`src/rtl/core/wffp_pkg.sv`:
```
// Package for the fuzzy PD wall-following controller.
// Holds register indexes, reset values and the fixed constants of the datapath.
// No dependencies.
package wffp_pkg;

	localparam int DISTANCE_BITS_DEF = 10;

	localparam int CFG_INDEX_BITS = 2;
	localparam int CFG_DATA_BITS = 56;

	typedef enum logic [CFG_INDEX_BITS-1:0] {
		CFG_TARGET_DISTANCE = 2'd0,
		CFG_OUTPUT_LIMIT    = 2'd1,
		CFG_OFFSET_TABLE    = 2'd2,
		CFG_GAIN_TABLE      = 2'd3
	} cfg_reg_t;

	localparam logic [9:0]  TARGET_RESET = 10'd14;
	localparam logic [6:0]  LIMIT_RESET  = 7'd80;
	localparam logic [55:0] OFFSET_RESET = 56'h230F0F00F1ECDD;
	localparam logic [55:0] GAIN_RESET   = 56'h1E140F1E0F141E;

	localparam logic [6:0]        LIMIT_MAX  = 7'd100;
	localparam logic signed [8:0] BASE_SPEED = 9'sd100;
	localparam logic [7:0]        BASE_DRIVE = 8'd100;
	localparam int                DE_MAX     = 8;
	localparam int                ERR_HI     = 2047;
	localparam int                ERR_LO     = -2048;

endpackage

```
`src/rtl/core/wall_follow_fuzzy_pd.sv`:
```
// Top level of the fuzzy PD wall-following controller.
// Depends on wffp_pkg for register indexes, reset values and constants.
//
// One beat is accepted every clock cycle while the input side is not stalled. A sample first
// lands in an input register; from there it is classified, the correction is formed with one
// 8x5 multiply and a clamp, the stored error of its side is updated and the drive pair is
// written to the result register once that register can take it.
// A sample whose error jumps by more than 8 clears both stored errors and yields no result.
// The input side stalls only while the input register is full and the result register holds
// an untaken beat.
module wall_follow_fuzzy_pd #(
	parameter int DISTANCE_BITS = wffp_pkg::DISTANCE_BITS_DEF
) (
	input  logic                                clk,
	input  logic                                arst_n,
	input  logic                                cfg_we,
	input  logic [wffp_pkg::CFG_INDEX_BITS-1:0] cfg_index,
	input  logic [wffp_pkg::CFG_DATA_BITS-1:0]  cfg_data,
	input  logic                                in_valid,
	output logic                                in_stall,
	input  logic                                side,
	input  logic [DISTANCE_BITS-1:0]            distance,
	output logic                                out_valid,
	input  logic                                out_stall,
	output logic [7:0]                          left_drive,
	output logic [7:0]                          right_drive
);

	localparam int W = ((DISTANCE_BITS > 11) ? DISTANCE_BITS : 11) + 2;

	logic [9:0]  target_q;
	logic [6:0]  limit_q;
	logic [55:0] offset_q;
	logic [55:0] gain_q;

	logic signed [11:0] prev_right_q;
	logic signed [11:0] prev_left_q;

	logic                     valid_s1;
	logic                     side_s1;
	logic [DISTANCE_BITS-1:0] distance_s1;

	logic               advance;
	logic signed [W-1:0] err;
	logic signed [W-1:0] prev_ext;
	logic signed [W-1:0] de;
	logic               big;
	logic signed [11:0] err_sat;
	logic signed [4:0]  de5;
	logic [2:0]         cls;
	logic signed [7:0]  ofs;
	logic signed [7:0]  gain;
	logic signed [12:0] prod;
	logic signed [13:0] corr;
	logic [6:0]         lim;
	logic signed [13:0] lim_s;
	logic signed [13:0] corr_cl;
	logic signed [7:0]  cl;
	logic               pull;
	logic signed [8:0]  drv_minus;
	logic signed [8:0]  drv_plus;
	logic [7:0]         left_n;
	logic [7:0]         right_n;

	always_ff @(posedge clk or negedge arst_n) begin
		if (!arst_n) begin
			target_q <= wffp_pkg::TARGET_RESET;
			limit_q  <= wffp_pkg::LIMIT_RESET;
			offset_q <= wffp_pkg::OFFSET_RESET;
			gain_q   <= wffp_pkg::GAIN_RESET;
		end else if (cfg_we) begin
			case (cfg_index)
				wffp_pkg::CFG_TARGET_DISTANCE: target_q <= cfg_data[9:0];
				wffp_pkg::CFG_OUTPUT_LIMIT:    limit_q  <= cfg_data[6:0];
				wffp_pkg::CFG_OFFSET_TABLE:    offset_q <= cfg_data[55:0];
				wffp_pkg::CFG_GAIN_TABLE:      gain_q   <= cfg_data[55:0];
				default: ;
			endcase
		end
	end

	assign advance  = !out_valid || !out_stall;
	assign in_stall = valid_s1 && !advance;

	always_ff @(posedge clk or negedge arst_n) begin
		if (!arst_n) begin
			valid_s1 <= 1'b0;
		end else if (!in_stall) begin
			valid_s1 <= in_valid;
		end
	end

	always_ff @(posedge clk) begin
		if (in_valid && !in_stall) begin
			side_s1     <= side;
			distance_s1 <= distance;
		end
	end

	always_comb begin
		err      = signed'(W'(target_q)) - signed'(W'(distance_s1));
		prev_ext = side_s1 ? W'(prev_left_q) : W'(prev_right_q);
		de       = err - prev_ext;
		big      = (de > wffp_pkg::DE_MAX) || (de < -wffp_pkg::DE_MAX);
		de5      = de[4:0];

		if (err > wffp_pkg::ERR_HI) begin
			err_sat = 12'sd2047;
		end else if (err < wffp_pkg::ERR_LO) begin
			err_sat = -12'sd2048;
		end else begin
			err_sat = err[11:0];
		end

		if (err < -3) begin
			cls = 3'd0;
		end else if (err > 3) begin
			cls = 3'd6;
		end else begin
			cls = err[2:0] + 3'd3;
		end

		ofs  = offset_q[{cls, 3'b000} +: 8];
		gain = gain_q[{cls, 3'b000} +: 8];
		prod = gain * de5;
		corr = ofs + prod;

		lim   = (limit_q > wffp_pkg::LIMIT_MAX) ? wffp_pkg::LIMIT_MAX : limit_q;
		lim_s = signed'(14'(lim));
		if (corr > lim_s) begin
			corr_cl = lim_s;
		end else if (corr < -lim_s) begin
			corr_cl = -lim_s;
		end else begin
			corr_cl = corr;
		end
		cl = corr_cl[7:0];

		pull      = (err > 0) || ((err == 0) && (de > 0));
		drv_minus = wffp_pkg::BASE_SPEED - 9'(cl);
		drv_plus  = wffp_pkg::BASE_SPEED + 9'(cl);

		left_n  = wffp_pkg::BASE_DRIVE;
		right_n = wffp_pkg::BASE_DRIVE;
		if (!side_s1) begin
			if (pull) begin
				left_n = drv_minus[7:0];
			end else begin
				right_n = drv_plus[7:0];
			end
		end else begin
			if (pull) begin
				right_n = drv_minus[7:0];
			end else begin
				left_n = drv_plus[7:0];
			end
		end
	end

	always_ff @(posedge clk or negedge arst_n) begin
		if (!arst_n) begin
			prev_right_q <= '0;
			prev_left_q  <= '0;
		end else if (valid_s1 && advance) begin
			if (big) begin
				prev_right_q <= '0;
				prev_left_q  <= '0;
			end else if (side_s1) begin
				prev_left_q <= err_sat;
			end else begin
				prev_right_q <= err_sat;
			end
		end
	end

	always_ff @(posedge clk or negedge arst_n) begin
		if (!arst_n) begin
			out_valid <= 1'b0;
		end else if (advance) begin
			out_valid <= valid_s1 && !big;
		end
	end

	always_ff @(posedge clk) begin
		if (advance && valid_s1 && !big) begin
			left_drive  <= left_n;
			right_drive <= right_n;
		end
	end

`ifndef ASSERT_OFF
	a_jump_clears: assert property (@(posedge clk) disable iff (!arst_n)
		(valid_s1 && advance && big) |=> (prev_right_q == 0) && (prev_left_q == 0))
		else $error("stored errors not cleared after a large jump");

	a_one_motor_base: assert property (@(posedge clk) disable iff (!arst_n)
		out_valid |-> (left_drive == wffp_pkg::BASE_DRIVE) ||
			(right_drive == wffp_pkg::BASE_DRIVE))
		else $error("both motors moved off base speed");

	a_stall_needs_item: assert property (@(posedge clk) disable iff (!arst_n)
		in_stall |-> valid_s1 && out_valid && out_stall)
		else $error("input stalled without a blocked item");

	a_untouched_on_idle: assert property (@(posedge clk) disable iff (!arst_n)
		!valid_s1 |=> $stable(prev_right_q) && $stable(prev_left_q))
		else $error("stored errors changed with no item in flight");
`endif

endmodule
```
`config.mk`:
```
export PLATFORM = sky130hd
export DESIGN_NAME = wall_follow_fuzzy_pd
export DESIGN_NICKNAME = d
export VERILOG_FILES = /design/src/rtl/core/wffp_pkg.sv /design/src/rtl/core/wall_follow_fuzzy_pd.sv
export SDC_FILE = /design/constraint.sdc
export NUM_CORES = 1
export LEC_CHECK = 0
export BUFFER_PORTS_ARGS = -buffer_cell sky130_fd_sc_hd__buf_2
export CAP_MARGIN = 20
export CORE_MARGIN = 2
export CORE_UTILIZATION = 60
export CTS_CLUSTER_DIAMETER = 50
export DETAILED_ROUTE_END_ITERATION = 12
export GPL_TIMING_DRIVEN = 0
export HOLD_SLACK_MARGIN = 0.1
export PLACE_DENSITY = 0.8
export SKIP_LAST_GASP = 1
export SYNTH_ARGS = -nofsm -noshare
export SYNTH_HDL_FRONTEND = slang
export SYNTH_SLANG_ARGS = --single-unit
```
`constraint.sdc`:
```
create_clock -name clk -period 11 [get_ports clk]
set_clock_uncertainty 0.05 [all_clocks]
set_input_delay 1.65 -clock clk [delete_from_list [all_inputs] [get_ports clk]]
set_output_delay 1.65 -clock clk [all_outputs]
set_load 0.05 [all_outputs]
```
After elaboration in Yosys (flattened, before gate mapping) --
Cells that the tools add are included.
Storage, ports and cells: register bits 182, output and inout port bits 18, memories kept 0, bits in writable memories 0, input port bits 74, ROM bits 0, bits in latches 0
Operators by class: shift operators 2, reductions and logical operators 23, $add $sub $neg 7, bitwise gates (word level) 0, mux-type cells 16, divide/modulo/power cells 0, magnitude comparators 11, equality and inequality tests 4, multiply operators 1
Operator list (count):
- 56-bit by 7-bit variable part select with 8-bit output | 2
- 12-bit two-way mux | 6
- 8-bit two-way mux | 6
- 32-bit zero test | 1
- 8-bit by 13-bit adder with 14-bit output | 1
- 14-bit by 8-bit greater-than comparator with 1-bit output | 1
- 14-bit < comparator | 1
- 7-bit negation with 14-bit output | 1
- 13-bit by 1-bit greater-than comparator with 1-bit output, second input constant | 1
- 13-bit by 5-bit greater-than comparator with 1-bit output, second input constant | 1
- 13-bit by 4-bit < comparator with 1-bit output, second input constant | 1
- 8-bit by 5-bit multiplier with 13-bit output | 1
- 13-bit two-way mux | 1
- 11-bit by 13-bit subtractor with 13-bit output | 1
- 11-bit by 12-bit greater-than comparator with 1-bit output, second input constant | 1
- 11-bit by 12-bit < comparator with 1-bit output, second input constant | 1
- 2-bit AND reduction | 6
- 11-bit by 1-bit greater-than comparator with 1-bit output, second input constant | 1
- 11-bit by 3-bit greater-than comparator with 1-bit output, second input constant | 1
- 11-bit by 3-bit < comparator with 1-bit output, second input constant | 1
- 10-bit by 10-bit subtractor with 11-bit output | 1
- 8-bit adder, first input constant | 1
- 8-bit subtractor, first input constant | 1
- 7-bit greater-than comparator, second input constant | 1
- other kinds (11) | 24

Longest topological paths before layout --
depth in word-level cells 13, gate-level depth with buffers 46, mapped depth without buffers 43

Worst setup path before layout --
Ideal clock, no wire load.
path kind flip-flop to flip-flop, start point register target_q[0], end point register right_drive[6], data pin, buffers on the path 2, arrival 9.298 ns, setup slack 1.370 ns, setup time 0.282 ns, required time 10.668 ns, cell stages (with the launch flop) 45, cells stage by stage dfrtp_1 > inv_1 > ha_1 > inv_1 > fa_1 > a211oi_1 > nor2_1 > o21a_1 > xnor2_1 > nand4_1 > o41ai_4 > o21ai_2 > buf_6 > mux2_1 > a22oi_1 > mux2i_1 > and2_1 > fa_1 > [... 9 more ...] > o21ai_1 > o21ai_0 > xnor2_1 > ha_1 > nor3b_1 > o21ai_0 > nand2_1 > a41oi_1 > and3_1 > clkbuf_1 > mux2_2 > mux2_2 > inv_1 > ha_1 > a21oi_1 > xor2_1 > nor2_1 > a31oi_1
On the way: longest elaborated chain between the ends 13, elaborated cells between the ends (all ways) 25
Ends and longest elaborated chain:
- start: declaration | line wall_follow_fuzzy_pd.sv:31 | logic [9:0] target_q;
- start signal: assignment | line wall_follow_fuzzy_pd.sv:67 | target_q <= wffp_pkg::TARGET_RESET;
- start signal: assignment | line wall_follow_fuzzy_pd.sv:73 | wffp_pkg::CFG_TARGET_DISTANCE: target_q <= cfg_data[9:0];
- 10-bit by 10-bit subtractor with 11-bit output (*) | line wall_follow_fuzzy_pd.sv:101 | err = signed'(W'(target_q)) - signed'(W'(distance_s1));
- 11-bit by 3-bit greater-than comparator with 1-bit output or 3-bit by 2-bit adder with 3-bit output (tied branches) | line wall_follow_fuzzy_pd.sv:117, wall_follow_fuzzy_pd.sv:120
- 3-bit two-way mux | line wall_follow_fuzzy_pd.sv:117 | end else if (err > 3) begin
- 3-bit two-way mux | line wall_follow_fuzzy_pd.sv:115 | if (err < -3) begin
- 56-bit by 7-bit variable part select with 8-bit output | line wall_follow_fuzzy_pd.sv:124 | gain = gain_q[{cls, 3'b000} +: 8];
- 8-bit by 5-bit multiplier with 13-bit output | line wall_follow_fuzzy_pd.sv:125 | prod = gain * de5;
- 8-bit by 13-bit adder with 14-bit output | line wall_follow_fuzzy_pd.sv:126 | corr = ofs + prod;
- 14-bit < comparator | line wall_follow_fuzzy_pd.sv:132 | end else if (corr < -lim_s) begin
- 8-bit two-way mux | line wall_follow_fuzzy_pd.sv:132
- 8-bit two-way mux | line wall_follow_fuzzy_pd.sv:130 | if (corr > lim_s) begin
- 8-bit adder or 8-bit subtractor (tied branches) | line wall_follow_fuzzy_pd.sv:141, wall_follow_fuzzy_pd.sv:140
- 8-bit two-way mux, on equally long branches | line wall_follow_fuzzy_pd.sv:146, wall_follow_fuzzy_pd.sv:152
- 8-bit two-way mux (*) | line wall_follow_fuzzy_pd.sv:145 | if (!side_s1) begin
- via right_n[6] | line wall_follow_fuzzy_pd.sv:63 | logic [7:0] right_n;
- end signal: assignment | line wall_follow_fuzzy_pd.sv:187 | right_drive <= right_n;
- end: declaration | line wall_follow_fuzzy_pd.sv:26 | output logic [7:0] right_drive
Mark *: on every way through the listed nets, which the timed path passes. The rest lies on a longest branch. A chain may end at the register's enable or synchronous reset.

Final worst setup path --
start point register target_q[1], end point register right_drive[6], data pin
Same word-level chain as after synthesis.

==> summary.md <==
| Metric | Value |
|---|---|
| CTS tree | `built` |
| Hold Violations, Final | `0` |
| Worst Hold Class | `flip-flop to flip-flop` |
| Die area | `21,100 sq um` |
| Worst Hold Path EP | `prev_right_q[5]` |
| Status | `finished clean` |
| Sink Count | `180` |
| Kind of critical path | `flip-flop to flip-flop` |
| Post-synth top area share | `0.202` |
| Dpl hpwl | `20,300 um` |
| Floorplan row count | `~50` |
| # H-tree levels | `4` |
| Final worst setup slack | `471 ps` |
| WL final | `~28,000 um` |
| Hold path cells | `1` |
| FF-to-FF End | `right_drive[6]` |
| ANT nets after route | `0` |
| Syn Inst Count | `1,056` |
| Nets | `1,373` |
| Critical path peak fanout | `6` |
| Fin. max-slew vios | `0` |
| RR Startpoint | `target_q[1]` |
| Max-Cap Viols | `0` |
| Hold Path Origin | `prev_right_q[5]` |
| Initial antenna violation count | `0` |
| F_max | `95.0 MHz` |
| Final worst path period need | `10,530 ps` |
| Register bit total from synthesis | `180` |
| Post-synth EDFFs | `27` |
| Period utilization | `0.957` |
| Synthesis-to-finish area growth | `14.0%` |
| First-pass GRT wire length | `~44,000 um` |
| Fraction of registers with async set/reset | `0.850` |
| Core area | `19,500 sq um` |
| Die Height | `145 um` |
| Worst slew margin | `0.378` |
| Slew @ Worst Pin | `roughly 930 ps` |
| Crit path required time | `11,110 ps` |
| Syn_nets | `1,241` |
| Synth area leader | `dfrtp_1` |
| Most frequent cells after synthesis | `mux2_2 (154), dfrtp_1 (97), inv_1 (83)` |
| Worst R2R Path Depth | `40` |
| Largest stage delay, worst path | `590 ps` |
| Arr. time, crit path | `10,640 ps` |
| Vias per cell | `5.98` |
| Slowest-stage cell, CP | `fa_1` |
| Synth unique cells | `74` |
| DRT Pass-1 Iters | `5` |
| Num CTS Buffers | `17` |
| # IOs | `92` |
| Cell Area, Synth | `12,000 sq um` |
| Detailed Route Iter0 Violations | `553` |
| Initial core utilization | `0.614` |
| IO buf count | `91` |
| Most common cell on crit path | `fa_1` |
| Via count of the routed design | `8,764` |
| Global Route Usage Sum | `0.263` |
| Syn Area/Cell | `11.4 sq um` |
| Count of final setup violators | `0` |
| Largest cells by area after synthesis | `dfrtp_1 (20%), mux2_2 (14%), dfstp_2 (12%)` |
| Detailed-route DRC error count | `0` |
| Register area share after synthesis | `0.393` |
| Fraction of layout cells with a size suffix above 1 | `0.338` |
| Worst Setup Start Kind | `flip-flop` |
| Wire length per cell | `~19 um` |
| GPL Wtd Cong | `between 0.8 and 0.9` |
| Skew-Pair Late Insertion Delay | `440 ps` |
| Clock Path Buffers | `2` |
| Antenna Cells | `0` |
| Pre-CTS setup slack | `-166 ps` |
| Vias in the first global route | `8,747` |
| Die X | `145 um` |
| Crit. End Element | `flip-flop` |
| CTS clk-pin slew, worst paths | `70 ps` |
| Most numerous cell in the Yosys netlist | `mux2_2` |
| Synthesis Warnings | `0` |
| Hold buffer count at CTS | `0` |
| Largest net degree at the start of global routing | `87` |
| CTS root buffer | `clkbuf_16` |
| R2R setup slack | `470 ps` |
| Overflow after GRT | `0` |
| Ys flop type | `dfrtp_1` |
## critical path, delay by kind of cell, from the launching register on
family                     cells  cell delay, ps
AOI/OAI and AO/OA             13            2580
xor gates and xnor gates       2             580
adders and majority gates      8            3240
buffers and inverters          5             460
DFF                            1             560
muxes                          3             850
and+or+nand+nor                9            1920
## timing repair
action,CTS,global route
gates resized for setup,6,23
buffers inserted,1,19
gates cloned,0,1
pin swaps,1,9
setup endpoints to repair,10,16
## cell type report
| cell class | count | area [sq um] |
|---|---|---|
| Inverter | 84 | 315 |
| Tap cell | 265 | 332 |
| Timing Repair Buffer | 114 | 652 |
| Multi-Input combinational cell | 752 | 6900 |
| Clock inverter | 9 | 91.3 |
| Buffer | 39 | 198 |
| Fill cell | 1410 | 5850 |
| Sequential cell | 180 | 4710 |
| Clock buffer | 23 | 478 |
## cells in the final DEF, fill, tap and decap left out, types with 15 or more instances in the layout
| cell type | synthesis | layout |
|---|---|---|
| clkbuf_16 | 0 | 17 |
| buf_2 | 7 | 96 |
| buf_4 | 4 | 25 |
| a21oi_1 | 36 | 35 |
| inv_1 | 83 | 82 |
| xnor2_1 | 24 | 22 |
| dfrtp_1 | 97 | 97 |
| mux2i_1 | 59 | 54 |
| a22o_1 | 22 | 22 |
| nor2_1 | 61 | 59 |
| o21ai_0 | 28 | 27 |
| nand2_1 | 35 | 35 |
| nand2b_1 | 15 | 15 |
| mux2_2 | 154 | 154 |
| edfxtp_1 | 27 | 27 |
| clkbuf_1 | 23 | 25 |
| dfstp_2 | 56 | 56 |
| and2_1 | 17 | 17 |
| ha_1 | 73 | 73 |
| fa_1 | 38 | 38 |
## worst max path at each step
stage / endpoint / cells past startpoint / from / slack [ps]
finish: right_drive[6] / 40 / target_q[1] / 470
global route: left_drive[6] / 43 / target_q[0] / -90
CTS: right_drive[6] / 43 / target_q[0] / 30
detailed placement: right_drive[6] / 43 / target_q[0] / -170
global placement: right_drive[6] / 43 / target_q[0] / 8
floorplan: right_drive[6] / 44 / target_q[0] / 1370
## state kept, by name, summed over array words and instances (netlist names)
signal and flops:
distance_s1 10, gain_q 56, left_drive 8, limit_q 7
offset_q 56, out_valid 1, prev_left_q 11, prev_right_q 11
right_drive 8, side_s1 1, target_q 10, valid_s1 1
## metal layers
| metal | share of wire | vias up | global-route usage |
|---|---|---|---|
| met2 | 0.49 | 274 | 0.441 |
| met5 | 0 | - | 0 |
| li1 | - | 4066 | - |
| met3 | 0.047 | 47 | 0.0473 |
| met1 | 0.45 | 4377 | 0.356 |
| met4 | 0.017 | 0 | 0.0686 |
## metrics by stage
stage          instance area [sq um]  std cells  setup TNS [ps]  hold slack (ps)  utilization
2_1_floorplan                  12000       1056               0              411            -
6_report                       13700       1466               0              451        0.701
3_5_place_dp                   12800       1413            -834              431        0.656
3_3_place_gp                   12800       1412               0              431        0.655
5_1_grt                        13700       1466            -445              467        0.701
4_1_cts                        13400       1446               0              453        0.687
## cells by family after synthesis
family                     count (synthesis)  share of synthesized area
AOI/OAI and AO/OA                        182                      0.111
adders and majority gates                111                      0.140
buffers and inverters                    124                     0.0427
and+or+nand+nor                          206                     0.0886
xor gates and xnor gates                  35                     0.0262
muxes                                    218                      0.200
DFF                                      180                      0.393
Power is not shown: default switching activity piles up to over one toggle a cycle in this logic, so the estimate is an artifact.
